===== src/srfc_pkg.sv =====
// ----------------------------------------------------------------------------
// srfc_pkg: shared types and constants for the servo reply frame checker
// Widths, header codes, register indexes and the CRC-16 byte step.
// ----------------------------------------------------------------------------
package srfc_pkg;

  localparam int unsigned ByteW    = 8;
  localparam int unsigned CrcW     = 16;
  localparam int unsigned CfgIdxW  = 8;
  localparam int unsigned CfgDataW = 8;

  localparam logic [CrcW-1:0]  CrcPoly     = 16'h8005;
  localparam logic [ByteW-1:0] HdrSync     = 8'hFF;
  localparam logic [ByteW-1:0] HdrExt      = 8'hFD;
  localparam logic [ByteW-1:0] CountMax    = 8'hFF;
  localparam logic [ByteW-1:0] LengthReset = 8'd6;
  localparam logic [ByteW-1:0] HdrLenSum   = 8'd2;
  localparam logic [ByteW-1:0] HdrLenCrc   = 8'd3;

  // configuration register indexes
  localparam logic [CfgIdxW-1:0] RegProtocolMode = 8'd0;
  localparam logic [CfgIdxW-1:0] RegFrameLength  = 8'd1;

  typedef enum logic {
    ModeSum = 1'b0,
    ModeCrc = 1'b1
  } srfc_mode_e;

  typedef struct packed {
    logic frame_ok;
    logic header_ok;
    logic length_ok;
    logic check_ok;
  } srfc_result_t;

  // CRC-16, poly 0x8005, MSB first, one byte per call
  function automatic logic [CrcW-1:0] crc16_step(logic [CrcW-1:0] crc,
                                                 logic [ByteW-1:0] b);
    logic [CrcW-1:0] c;
    c = crc ^ {b, 8'h00};
    for (int k = 0; k < 8; k++) begin
      c = c[CrcW-1] ? ((c << 1) ^ CrcPoly) : (c << 1);
    end
    return c;
  endfunction

endpackage


===== src/srfc_frame_state.sv =====
// ----------------------------------------------------------------------------
// srfc_frame_state: per-frame state and end-of-frame verdict
// Tracks count, sum, CRC and header match; forms the verdict on the last byte.
// ----------------------------------------------------------------------------
module srfc_frame_state (
  input  logic                       clk_i,
  input  logic                       rst_ni,
  input  logic                       step_i,
  input  logic [srfc_pkg::ByteW-1:0] byte_i,
  input  logic                       last_i,
  input  srfc_pkg::srfc_mode_e       mode_i,
  input  logic [srfc_pkg::ByteW-1:0] frame_length_i,
  output srfc_pkg::srfc_result_t     result_o
);
  import srfc_pkg::*;

  logic [ByteW-1:0] count_q, count_d;
  logic [ByteW-1:0] sum_q, sum_d;
  logic [CrcW-1:0]  crc_q, crc_d;
  logic [CrcW-1:0]  crc_lag_q, crc_lag_d;
  logic             hdr_match_q, hdr_match_d;
  logic             crc_low_q, crc_low_d;

  logic             hdr_bad;
  logic             hdr_now;
  logic [ByteW-1:0] total;
  logic [ByteW-1:0] hdr_len;
  logic             hdr_ok, len_ok, chk_ok;

  always_comb begin
    hdr_bad = ((count_q < HdrLenSum) && (byte_i != HdrSync)) ||
              ((count_q == HdrLenSum) && (mode_i == ModeCrc) && (byte_i != HdrExt));
    hdr_now = hdr_match_q && !hdr_bad;
    total   = (count_q == CountMax) ? CountMax : count_q + 8'd1;
    hdr_len = (mode_i == ModeCrc) ? HdrLenCrc : HdrLenSum;
    hdr_ok  = hdr_now && (total >= hdr_len);
    len_ok  = (total == frame_length_i);
    if (mode_i == ModeSum) begin
      chk_ok = (~sum_q == byte_i);
    end else begin
      chk_ok = crc_low_q && (crc_lag_q[CrcW-1:ByteW] == byte_i);
    end
    result_o.frame_ok  = hdr_ok && len_ok && chk_ok;
    result_o.header_ok = hdr_ok;
    result_o.length_ok = len_ok;
    result_o.check_ok  = chk_ok;
  end

  always_comb begin
    count_d     = count_q;
    sum_d       = sum_q;
    crc_d       = crc_q;
    crc_lag_d   = crc_lag_q;
    hdr_match_d = hdr_match_q;
    crc_low_d   = crc_low_q;
    if (step_i) begin
      if (last_i) begin
        count_d     = '0;
        sum_d       = '0;
        crc_d       = '0;
        crc_lag_d   = '0;
        hdr_match_d = 1'b1;
        crc_low_d   = 1'b0;
      end else begin
        if (count_q >= HdrLenSum) begin
          sum_d = sum_q + byte_i;
        end
        crc_low_d   = (crc_q[ByteW-1:0] == byte_i);
        crc_lag_d   = crc_q;
        crc_d       = crc16_step(crc_q, byte_i);
        hdr_match_d = hdr_now;
        if (count_q != CountMax) begin
          count_d = count_q + 8'd1;
        end
      end
    end
  end

  always_ff @(posedge clk_i or negedge rst_ni) begin
    if (!rst_ni) begin
      count_q     <= '0;
      sum_q       <= '0;
      crc_q       <= '0;
      crc_lag_q   <= '0;
      hdr_match_q <= 1'b1;
      crc_low_q   <= 1'b0;
    end else begin
      count_q     <= count_d;
      sum_q       <= sum_d;
      crc_q       <= crc_d;
      crc_lag_q   <= crc_lag_d;
      hdr_match_q <= hdr_match_d;
      crc_low_q   <= crc_low_d;
    end
  end

endmodule


===== config.mk =====
export PLATFORM = sky130hd
export DESIGN_NAME = srfc_frame_state
export DESIGN_NICKNAME = d
export VERILOG_FILES = /design/src/srfc_pkg.sv /design/src/srfc_frame_state.sv
export SDC_FILE = /design/constraint.sdc
export NUM_CORES = 1
export LEC_CHECK = 0
export BUFFER_PORTS_ARGS = -buffer_cell sky130_fd_sc_hd__buf_2
export CORE_MARGIN = 3
export CORE_UTILIZATION = 60
export CTS_CLUSTER_DIAMETER = 200
export DETAILED_ROUTE_END_ITERATION = 8
export PLACE_DENSITY = 0.8
export REMOVE_ABC_BUFFERS = 1
export SLEW_MARGIN = 20
export SYNTH_ARGS = -nofsm -noshare
export SYNTH_HDL_FRONTEND = slang
export SYNTH_SLANG_ARGS = --single-unit

===== constraint.sdc =====
create_clock -name clk_i -period 4.8 [get_ports clk_i]
set_input_delay 0.96 -clock clk_i [delete_from_list [all_inputs] [get_ports clk_i]]
set_output_delay 0.96 -clock clk_i [all_outputs]
set_load 0.005 [all_outputs]

==> impl_summary.txt, run 1 <==
----------------------------------------------------
[Run status]
  Outcome ... finished, final reports clean

[Global route]
  Leftover overflow at the end of global routing ... 0
  Global-route wire length before repair ... 10.45 mm
  Vias in the first global route ... 2,199
  Number of antenna violations at the first check in global routing ... 0
  GRT Overall Usage ... 24.44%
  Largest net degree at the start of global routing ... 43

[Final layout]
  Final net count ... 347
  Commonest non-fill, non-tap cell in the layout ... sky130_fd_sc_hd__dfrtp_1
  Area Overhead vs Synth ... 6.664%
  Final design area excluding fillers ... 0.003044 sq mm
  Highest-count cells in the layout ignoring fill and taps ... sky130_fd_sc_hd__dfrtp_1 (41), sky130_fd_sc_hd__xnor2_1 (33), sky130_fd_sc_hd__buf_2 (24), sky130_fd_sc_hd__nand2_1 (18), sky130_fd_sc_hd__nor2_1 (17)
  Ratio of cells with drive above 1 in the final layout ... 12.97%
  Diodes inserted ... 0

[CTS]
  Number of clock sinks ... 42
  Post-CTS Setup Repair Bufs ... 0
  Clk_lat worst skew ... 300 ps
  Number of buffers inserted during clock tree synthesis ... 5
  Root Buffer Master ... sky130_fd_sc_hd__clkbuf_8
  # hold bufs at CTS ... 0
  Buffers from clock root to sink, at most ... 2
  Post-cts repair resize count ... 0
  Clock tree from TritonCTS ... done
  CTS clk-pin slew, worst paths ... 80 ps
  Clock H-tree levels ... 2

[Run]
  Max-cap violations ... 0

[Worst setup path]
  Kind of launch point of the worst setup path ... register
  Delay of the slowest cell on the worst path ... 530 ps
  Critical-path cell list ... ha_1, inv_1, nor2_1, and3_1, nor2_1, ha_1, nor2b_1, o21ai_0, nor3_1, o2111ai_1, nand4_1, nor4_1, buf_2
  Worst Reg-to-Reg Cells ... 7
  Cell with the biggest individual delay on the critical path ... sky130_fd_sc_hd__dfrtp_1
  Flop-to-flop setup slack ... 2560 ps
  CP Data Required Time ... 3840 ps
  Reg-to-reg critical path endpoint ... sum_q[7]
  Type of element capturing the critical path ... output pin
  Maximum fanout count along the critical path ... 10
  Type of the worst setup path ... reg2out
  Reg2reg start ... sum_q[1]
  Worst EP arrival ... 3030 ps

[Route]
  Routed via count ... 2,265
  Length of the first detailed-routing pass in iterations ... 4
  Total length of routed wires ... 6.151 mm
  DRC marker count from the first detailed-route iteration ... 174
  Post-route DRC ... 0
  Detail-routed net length per standard cell ... 16.71 um
  Residual antenna-violating net count after detailed routing ... 0
  Via count normalized by instance count ... 6.155

[Synth]
  Synth Flop Type ... sky130_fd_sc_hd__dfrtp_1
  Largest area contributor in the netlist ... sky130_fd_sc_hd__dfrtp_1
  Count of cell types in the netlist ... 49
  Cell count after synthesis ... 304
  Async set-reset flop share out of synthesis ... 100.0%
  Synthesized flop and latch total ... 42
  Top area cells in the synthesized netlist ... sky130_fd_sc_hd__dfrtp_1 (36%), sky130_fd_sc_hd__xnor2_1 (10%), sky130_fd_sc_hd__ha_1 (4.4%), sky130_fd_sc_hd__xor2_1 (3.7%), sky130_fd_sc_hd__a22o_1 (2.8%)
  Post-synthesis instance area ... 0.002854 sq mm
  Number of enable flip-flop cells after synthesis ... 0
  Register area share after synthesis ... 36.87%
  Syn avg cell area ... 9.388 sq um
  Total of warnings raised by yosys ... 0
  Area share of the largest cell type after synthesis ... 35.95%

[Power]
  Power density over the cells ... 421.4 mW/mm^2
  Total power draw ... 1.283 mW
  Maximum vdd drop ... 306.4 uV
  Leakage power figure ... 1.362 nW

[STA]
  Setup repair after global routing missed its margin ... no
  Final Hold Vio Count ... 0
  Max Clock Skew ... 5.497 ps
  Final setup slack of the worst path ... 805.3 ps
  Final setup vio count ... 0
  WHS ... 509.7 ps
  Peak clock frequency supported by timing ... 0.2503 GHz
  Share of the cycle needed by the critical path after routing ... 83.22%
  Total count of max-transition violations in the final report ... 0
  Setup total negative slack ... 0 ps
  Time the worst path needs with I/O delays and setup ... 3995 ps
  Worst rel slew slack ... 33.48%
  Slew @ Worst Pin ... 996.7 ps

[Hold path]
  Min-Delay Startpoint ... crc_lag_q[12]
  Number of cells traversed by the worst hold path ... 2
  Worst hold endpoint ... crc_lag_q[12]
  Hold WC Path Type ... reg2reg

[Placement]
  Area after DPL ... 0.002949 sq mm
  Final GP Congestion ... 0.8447
  IO buf count ... 24
  Worst slack, placed ... 1172 ps
  Detailed Place HPWL ... 4.451 mm

[Floorplan]
  Ports ... 25
  Core Region ... 0.004474 sq mm
  Starting utilization of the core area ... 63.79%
  Die Height ... 74.97 um
  Area of the die ... 0.005621 sq mm
  Number of rows in the core area ... 24
  Horizontal die dimension ... 74.97 um

----------------------------------------------------
==> per-layer routing <==
layer / vias up / GRT usage, % / share of wire [%]
li1: 1113 / - / -
met1: 1090 / 37.53 / 48
met2: 58 / 36.07 / 46
met3: 4 / 4.539 / 5.3
met4: 0 / 5.336 / 0.63
met5: - / 0 / 0
==> flip-flops by register name, summed over array words and instances, names as in the netlist <==
name	cells
crc_q	16
sum_q	8
crc_lag_q	8
hdr_match_q	1
count_q	8
crc_low_q	1
==> layout make-up <==
cell class                      instances  area, sq um
Clock inverter                          2        12.51
Sequential cell                        42         1052
Multi-Input combinational cell        226         1652
Tap cell                               52        65.06
Fill cell                             350         1430
Timing Repair Buffer                   24        120.1
Inverter                               16        60.06
Clock buffer                            6        82.58
==> cell usage after synthesis, types with 2 or more instances <==
| cell type | number |
|---|---|
| sky130_fd_sc_hd__xor2_1 | 12 |
| sky130_fd_sc_hd__nand4_1 | 8 |
| sky130_fd_sc_hd__a22o_1 | 9 |
| sky130_fd_sc_hd__o31ai_1 | 8 |
| sky130_fd_sc_hd__a21oi_1 | 13 |
| sky130_fd_sc_hd__a21o_1 | 5 |
| sky130_fd_sc_hd__inv_1 | 15 |
| sky130_fd_sc_hd__dfrtp_1 | 41 |
| sky130_fd_sc_hd__xnor3_1 | 2 |
| sky130_fd_sc_hd__nor2b_1 | 3 |
| sky130_fd_sc_hd__a31o_2 | 2 |
| sky130_fd_sc_hd__xnor2_2 | 2 |
| sky130_fd_sc_hd__o21ai_0 | 15 |
| sky130_fd_sc_hd__nor2_1 | 17 |
| sky130_fd_sc_hd__nand3_1 | 12 |
| sky130_fd_sc_hd__xnor2_1 | 33 |
| sky130_fd_sc_hd__ha_1 | 10 |
| sky130_fd_sc_hd__o22ai_1 | 7 |
| sky130_fd_sc_hd__nor4_1 | 5 |
| sky130_fd_sc_hd__o2bb2ai_1 | 8 |
| sky130_fd_sc_hd__buf_4 | 4 |
| sky130_fd_sc_hd__clkbuf_1 | 15 |
| sky130_fd_sc_hd__nor3_1 | 10 |
| sky130_fd_sc_hd__mux2i_1 | 2 |
| sky130_fd_sc_hd__nand2_1 | 18 |
| sky130_fd_sc_hd__and3_1 | 5 |
==> cells by family after synthesis <==
group	after synthesis	share of synthesized area (%)
flip-flops	42	36.87
adder cells (fa/ha/maj)	11	5.086
multiplexers	2	0.7015
buffers and inverters	36	5.260
AND/OR/NAND/NOR	84	14.69
AO/OA/AOI/OAI	78	19.47
XOR/XNOR	51	17.93
==> power by group <==
| part | switching [mW] | internal, mW |
|---|---|---|
| sequential | 0.0681 | 0.428 |
| clock | 0.128 | 0.116 |
| combinational | 0.267 | 0.276 |
| total | 0.463 | 0.820 |
==> per-stage QoR <==
stage | instances | util, %
after floorplan | 284 | -
after global placement | 360 | 65.91
after detailed placement | 360 | 65.91
after CTS | 368 | 68.04
after global routing | 368 | 68.04
final | 368 | 68.04
==> worst max path at each step <==
stage	end	from
2_1_floorplan	result_o[2]	count_q[1]
3_3_place_gp	result_o[2]	count_q[1]
3_5_place_dp	result_o[3]	count_q[1]
4_1_cts	result_o[3]	count_q[1]
5_1_grt	result_o[3]	count_q[1]
6_report	result_o[3]	count_q[1]
==> worst max-delay path: cells and delay by family, from the launching register on <==
kind	cells	cell delay, ps
buffers and inverters	2	270
and+or+nand+nor	7	1040
DFF	1	530
AOI/OAI and AO/OA	2	260
adders and majority gates	2	630
Note: power is estimated with default switching activity, not from simulation.
==> run 2, diff against run 1 <==
CORE_UTILIZATION = 54   (was 60)
PLACE_DENSITY = 0.76   (was 0.8)
clock period = 3.6 ns   (was 4.8 ns; I/O delays follow)
==> run 2 against run 1 <==
Clock skew decreased by 0.55 ps. Combinational power increased by 37%. Core utilization decreased by 4.9 points. Wire length increased by 9.3%. Sequential share of layout area decreased by 0.57 points. Critical endpoint is now result_o[2]. Largest power group unchanged.
==> impl_summary.txt, run 2 (same netlist as run 1, synthesis figures left out) <==
----------------------------------------------------
[Final layout]
  Diodes inserted ... 0 (unchanged)
  Highest-count cells in the layout ignoring fill and taps ... sky130_fd_sc_hd__dfrtp_1 (40), sky130_fd_sc_hd__xnor2_1 (33), sky130_fd_sc_hd__buf_2 (24), sky130_fd_sc_hd__nand2_1 (18), sky130_fd_sc_hd__nor2_1 (17)
  Most flop-heavy register ... crc_q
  Commonest non-fill, non-tap cell in the layout ... sky130_fd_sc_hd__dfrtp_1
  Flip-flop count of the largest register after layout ... 16 (unchanged)
  Final net count ... 348 (+0.29%)
  Ratio of cells with drive above 1 in the final layout ... 13.56% (+0.59 points)
  Final core occ ... 63.11% (-4.9 points)
  Area Overhead vs Synth ... 8.593%

[Worst setup path]
  Crit path buf inv count ... 2 (unchanged)
  CP Data Required Time ... 2880 ps (-960 ps)
  Worst EP arrival ... 2700 ps (-330 ps)
  Cell with the biggest individual delay on the critical path ... sky130_fd_sc_hd__dfrtp_2
  Type of element capturing the critical path ... output pin
  Kind of launch point of the worst setup path ... register
  Maximum fanout count along the critical path ... 8 (-2)
  Critical-path cell list ... ha_4, inv_1, nor2_1, and3_1, nor2_1, ha_1, nor2b_1, o21ai_0, nor3_1, o2111ai_1, and3_1, buf_2
  Kind of cell adding the most delay to the critical path ... simple AND/OR/NAND/NOR gates
  Type of the worst setup path ... reg2out
  Reg2reg start ... sum_q[1]
  Flop-to-flop setup slack ... 1350 ps (-1210 ps)
  Delay of the slowest cell on the worst path ... 470 ps (-60 ps)
  Critical path origin ... count_q[0]

[STA]
  Setup total negative slack ... 0 ps (unchanged)
  Slew @ Worst Pin ... 1015 ps (+18.39 ps)
  Max Clock Skew ... 4.952 ps (-0.5455 ps)
  Time the worst path needs with I/O delays and setup ... 3416 ps
  Total count of max-transition violations in the final report ... 0 (unchanged)
  Setup repair after global routing missed its margin ... no
  Share of the cycle needed by the critical path after routing ... 94.90%
  Final setup vio count ... 0 (unchanged)
  Final Hold Vio Count ... 0 (unchanged)
  Worst rel slew slack ... 32.25% (-1.2 points)
  Peak clock frequency supported by timing ... 0.2927 GHz

[CTS]
  Number of buffers inserted during clock tree synthesis ... 5 (unchanged)
  Buffers from clock root to sink, at most ... 2 (unchanged)
  Clock H-tree levels ... 2 (unchanged)
  CTS clk-pin slew, worst paths ... 90 ps (about the same)
  # hold bufs at CTS ... 0 (unchanged)
  Number of clock sinks ... 42 (unchanged)
  Clock tree from TritonCTS ... done
  Root Buffer Master ... sky130_fd_sc_hd__clkbuf_8
  Clk_lat worst skew ... 300 ps (about the same)

[Hold path]
  Min-Delay Startpoint ... crc_lag_q[9]
  Hold WC Path Type ... reg2reg

[Floorplan]
  Die Height ... 78.70 um (+5.0%)
  Starting utilization of the core area ... 58.11% (-5.7 points)
  Core Region ... 0.004911 sq mm (+9.8%)
  Ports ... 25 (unchanged)
  Area of the die ... 0.006194 sq mm (+10%)
  Horizontal die dimension ... 78.70 um (+5.0%)
  Number of rows in the core area ... 25 (+4.2%)

[Run status]
  Outcome ... finished, final reports clean

[Route]
  Routed via count ... 2,297 (+1.4%)
  DRC marker count from the first detailed-route iteration ... 150 (-14%)
  Post-route DRC ... 0 (unchanged)
  Via count normalized by instance count ... 5.982 (-2.8%)
  Detail-routed net length per standard cell ... 17.50 um (+4.7%)
  Length of the first detailed-routing pass in iterations ... 4 (unchanged)
  Residual antenna-violating net count after detailed routing ... 0 (unchanged)
  Total length of routed wires ... 6.721 mm (+9.3%)

[Placement]
  Detailed Place HPWL ... 4.711 mm (+5.8%)
  IO buf count ... 24 (unchanged)
  Final GP Congestion ... 0.8993 (+6.5%)

[Global route]
  Number of antenna violations at the first check in global routing ... 0 (unchanged)
  Largest net degree at the start of global routing ... 43 (unchanged)
  Global-route wire length before repair ... 11.41 mm (+9.2%)
  GRT Overall Usage ... 23.69% (-0.75 points)
  Leftover overflow at the end of global routing ... 0 (unchanged)
  Vias in the first global route ... 2,394 (+8.9%)

[Power]
  Maximum vdd drop ... 500.4 uV (+63%)
  Leakage power figure ... 1.369 nW (+0.50%)
  Power density over the cells ... 576.9 mW/mm^2 (+37%)
  Total power draw ... 1.788 mW (+39%)

[Run]
  Max-cap violations ... 0 (unchanged)

----------------------------------------------------
-- run 2: cell count changes in the layout (fill, tap and decap cells not counted), sizes merged --
| cell | previous run | this run |
|---|---|---|
| clkinv | 2 | 1 |
| bufinv | 0 | 1 |
| buf | 24 | 25 |
-- run 2: final timing paths --
| kind | cells after the start | to |
|---|---|---|
| max reg2reg | 7 | sum_q[7] |
| max | 12 | result_o[2] |
| min in group asynchronous | 1 | sum_q[2] |
| min reg2reg | 2 | crc_lag_q[9] |
| max in group asynchronous | 1 | count_q[0] |
| min | 2 | crc_lag_q[9] |
-- run 2: metal layers --
layer	GRT usage (%)	share of wire [%]	vias to the layer above	wire length [um]
met2	37.52	46	56	3077
met1	32.48	48	1111	3215
met5	0	0	-	0
met3	5.442	4.5	14	305
li1	-	-	1116	-
met4	6.993	1.8	0	122
-- run 2: area by class of cell --
type / count / area, sq um
tap: 67 / 83.83
fill: 443 / 1812
timing repair buffer: 25 / 127.6
clock buffer: 6 / 72.57
inverter: 16 / 60.06
multi-input combinational: 226 / 1664
sequential: 42 / 1054
clock inverter: 2 / 37.54
-- run 2: per-stage QoR --
| step | hold slack (ps) | worst slack [ps] | std cells | instance area [sq um] |
|---|---|---|---|---|
| floorplan | 424.4 | 674.9 | 284 | 2764 |
| CTS | 506.5 | 15.17 | 384 | 3085 |
| global route | 532.4 | 1.391 | 384 | 3099 |
| detailed placement | 487.2 | 371.3 | 376 | 2975 |
| finish | 501.0 | 183.7 | 384 | 3099 |
| global placement | 483.4 | 483.8 | 376 | 2975 |
-- run 2: repair_timing --
action	in CTS	in global routing
resized for setup	0	3
setup buffers	0	0
endpoints found under the setup margin	0	2
-- run 2: power breakdown --
part / internal, mW / switching (mW) / leakage, nW
registers: 0.571 / 0.0908 / 0.560
logic: 0.371 / 0.372 / 0.758
clock network: 0.207 / 0.175 / 0.0514
total: 1.15 / 0.638 / 1.37
-- run 2: worst register-to-register path: stages (launching register included) --
cell and delay [ps]:
sky130_fd_sc_hd__dfrtp_1 420, sky130_fd_sc_hd__ha_1 300, sky130_fd_sc_hd__a21o_1 160, sky130_fd_sc_hd__a21oi_1 280
sky130_fd_sc_hd__o211ai_1 190, sky130_fd_sc_hd__and3_1 200, sky130_fd_sc_hd__or2_2 290, sky130_fd_sc_hd__a311o_1 310
==> run 3, diff against run 2 <==
CORE_UTILIZATION = 60   (was 54)
CTS_CLUSTER_DIAMETER = 150   (was 200)
PLACE_DENSITY = 0.8   (was 0.76)
clock period = 4.1 ns   (was 3.6 ns; I/O delays follow)
==> run 3 against run 2 <==
Count of clock-buffer cells in the layout decreased by 1. Hold slack improved by 14 ps. First-iteration DRC count increased by 19%. Die area decreased by 9.3%. Critical endpoint is now result_o[3]. Largest cell class unchanged.
==> impl_summary.txt, run 3 (same netlist as run 1, synthesis figures left out) <==
----------------------------------------------------
[Placement]
  IO buf count ... 24 (unchanged)
  Number of placed cells counting well taps ... 360 (-4.3%)
  Worst slack, placed ... 612.4 ps (+241.1 ps)
  Area after DPL ... 0.002949 sq mm (-0.88%)
  Detailed Place HPWL ... 4.661 mm (-1.1%)
  Final GP Congestion ... 0.8443 (-6.1%)

[CTS]
  Post-CTS Setup Repair Bufs ... 0 (unchanged)
  Clk_lat worst skew ... 290 ps (about the same)
  Post-cts repair resize count ... 0 (unchanged)
  Number of clock sinks ... 42 (unchanged)
  Clock H-tree levels ... 2 (unchanged)
  CTS clk-pin slew, worst paths ... 80 ps (about the same)
  Number of buffers inserted during clock tree synthesis ... 5 (unchanged)
  Buffers from clock root to sink, at most ... 2 (unchanged)
  Root Buffer Master ... sky130_fd_sc_hd__clkbuf_8
  Clock tree from TritonCTS ... done
  # hold bufs at CTS ... 0 (unchanged)

[Final layout]
  Most flop-heavy register ... crc_q
  Final core occ ... 68.34% (+5.2 points)
  Final net count ... 347 (-0.29%)
  Count of placed standard cells in the final layout, fillers left out ... 368 (-4.2%)
  Flip-flop count of the largest register after layout ... 16 (unchanged)
  Ratio of cells with drive above 1 in the final layout ... 12.97% (-0.59 points)
  Final design area excluding fillers ... 0.003058 sq mm (-1.3%)
  Diodes inserted ... 0 (unchanged)
  Area Overhead vs Synth ... 7.146%
  Commonest non-fill, non-tap cell in the layout ... sky130_fd_sc_hd__dfrtp_1
  Highest-count cells in the layout ignoring fill and taps ... sky130_fd_sc_hd__dfrtp_1 (41), sky130_fd_sc_hd__xnor2_1 (33), sky130_fd_sc_hd__buf_2 (24), sky130_fd_sc_hd__nand2_1 (18), sky130_fd_sc_hd__nor2_1 (17)

[STA]
  Peak clock frequency supported by timing ... 0.2590 GHz
  Final setup slack of the worst path ... 238.4 ps (+54.62 ps)
  Total count of max-transition violations in the final report ... 0 (unchanged)
  WHS ... 514.6 ps (+13.59 ps)
  Share of the cycle needed by the critical path after routing ... 94.19%
  Slew @ Worst Pin ... 975.9 ps (-39.24 ps)
  Max Clock Skew ... 3.627 ps (-1.325 ps)
  Worst rel slew slack ... 34.87% (+2.6 points)
  Final setup vio count ... 0 (unchanged)
  Time the worst path needs with I/O delays and setup ... 3862 ps
  Setup repair after global routing missed its margin ... no
  Setup total negative slack ... 0 ps (unchanged)
  Final Hold Vio Count ... 0 (unchanged)

[Power]
  Leakage power figure ... 1.373 nW (+0.28%)
  Power density over the cells ... 506.1 mW/mm^2 (-12%)
  Total power draw ... 1.548 mW (-13%)
  Maximum vdd drop ... 443.7 uV (-11%)

[Worst setup path]
  CP Data Required Time ... 3280 ps (+400 ps)
  Worst EP arrival ... 3040 ps (+340 ps)
  Maximum fanout count along the critical path ... 10 (+2)
  Type of element capturing the critical path ... output pin
  Kind of launch point of the worst setup path ... register
  Type of the worst setup path ... reg2out

[Global route]
  Number of antenna violations at the first check in global routing ... 0 (unchanged)
  GRT Overall Usage ... 24.78% (+1.1 points)
  Vias in the first global route ... 2,207 (-7.8%)
  Largest net degree at the start of global routing ... 43 (unchanged)
  Global-route wire length before repair ... 10.68 mm (-6.3%)
  Leftover overflow at the end of global routing ... 0 (unchanged)

[Hold path]
  Hold WC Path Type ... reg2reg

[Floorplan]
  Number of rows in the core area ... 24 (-4.0%)
  Die Height ... 74.97 um (-4.7%)
  Starting utilization of the core area ... 63.79% (+5.7 points)
  Area of the die ... 0.005621 sq mm (-9.3%)
  Horizontal die dimension ... 74.97 um (-4.7%)
  Ports ... 25 (unchanged)
  Core Region ... 0.004474 sq mm (-8.9%)

[Route]
  Total length of routed wires ... 6.363 mm (-5.3%)
  Routed via count ... 2,285 (-0.52%)
  Detail-routed net length per standard cell ... 17.29 um (-1.2%)
  Via count normalized by instance count ... 6.209 (+3.8%)
  Length of the first detailed-routing pass in iterations ... 4 (unchanged)
  Residual antenna-violating net count after detailed routing ... 0 (unchanged)
  DRC marker count from the first detailed-route iteration ... 178 (+19%)
  Post-route DRC ... 0 (unchanged)

[Run status]
  Outcome ... finished, final reports clean

[Run]
  Max-cap violations ... 0 (unchanged)

----------------------------------------------------
## run 3: layout make-up
cell class / count / area [sq um]
Clock buffer: 5 / 68.82
Clock inverter: 3 / 40.04
Fill cell: 356 / 1416
Inverter: 16 / 60.06
Multi-Input combinational cell: 226 / 1652
Sequential cell: 42 / 1052
Tap cell: 52 / 65.06
Timing Repair Buffer: 24 / 120.1
## run 3: worst max-delay path: stages, from the launching register on
cell and delay [ps]:
sky130_fd_sc_hd__dfrtp_1 520, sky130_fd_sc_hd__ha_1 380, sky130_fd_sc_hd__inv_1 130, sky130_fd_sc_hd__nor2_1 200
sky130_fd_sc_hd__and3_1 270, sky130_fd_sc_hd__nor2_1 60, sky130_fd_sc_hd__ha_1 270, sky130_fd_sc_hd__nor2b_1 100
sky130_fd_sc_hd__o21ai_0 90, sky130_fd_sc_hd__nor3_1 190, sky130_fd_sc_hd__o2111ai_1 170, sky130_fd_sc_hd__nand4_1 170
sky130_fd_sc_hd__nor4_1 50, sky130_fd_sc_hd__buf_2 130
## run 3: final timing paths
| check | start | end | slack (ps) | cells past startpoint |
|---|---|---|---|---|
| setup / recovery | count_q[1] | result_o[3] | 240 | 13 |
| hold / removal | crc_lag_q[14] | crc_lag_q[14] | 510 | 2 |
| setup reg to reg | sum_q[1] | sum_q[7] | 1840 | 7 |
| hold reg to reg | crc_lag_q[14] | crc_lag_q[14] | 510 | 2 |
| max in group asynchronous | rst_ni | crc_q[15] | 2840 | 1 |
| min in group asynchronous | rst_ni | sum_q[3] | 670 | 1 |
## run 3: layer usage
metal,part of all wire (%),vias to the layer above,track usage [%]
li1,-,1111,-
met1,46,1107,36.25
met2,47,63,38.10
met3,6.3,4,5.741
met4,0.50,0,4.545
met5,0,-,0
## run 3: report_power, final
| part | internal [mW] | switching, mW | total (mW) |
|---|---|---|---|
| logic | 0.323 | 0.318 | 0.641 |
| registers | 0.501 | 0.0827 | 0.584 |
| clock network | 0.179 | 0.143 | 0.322 |
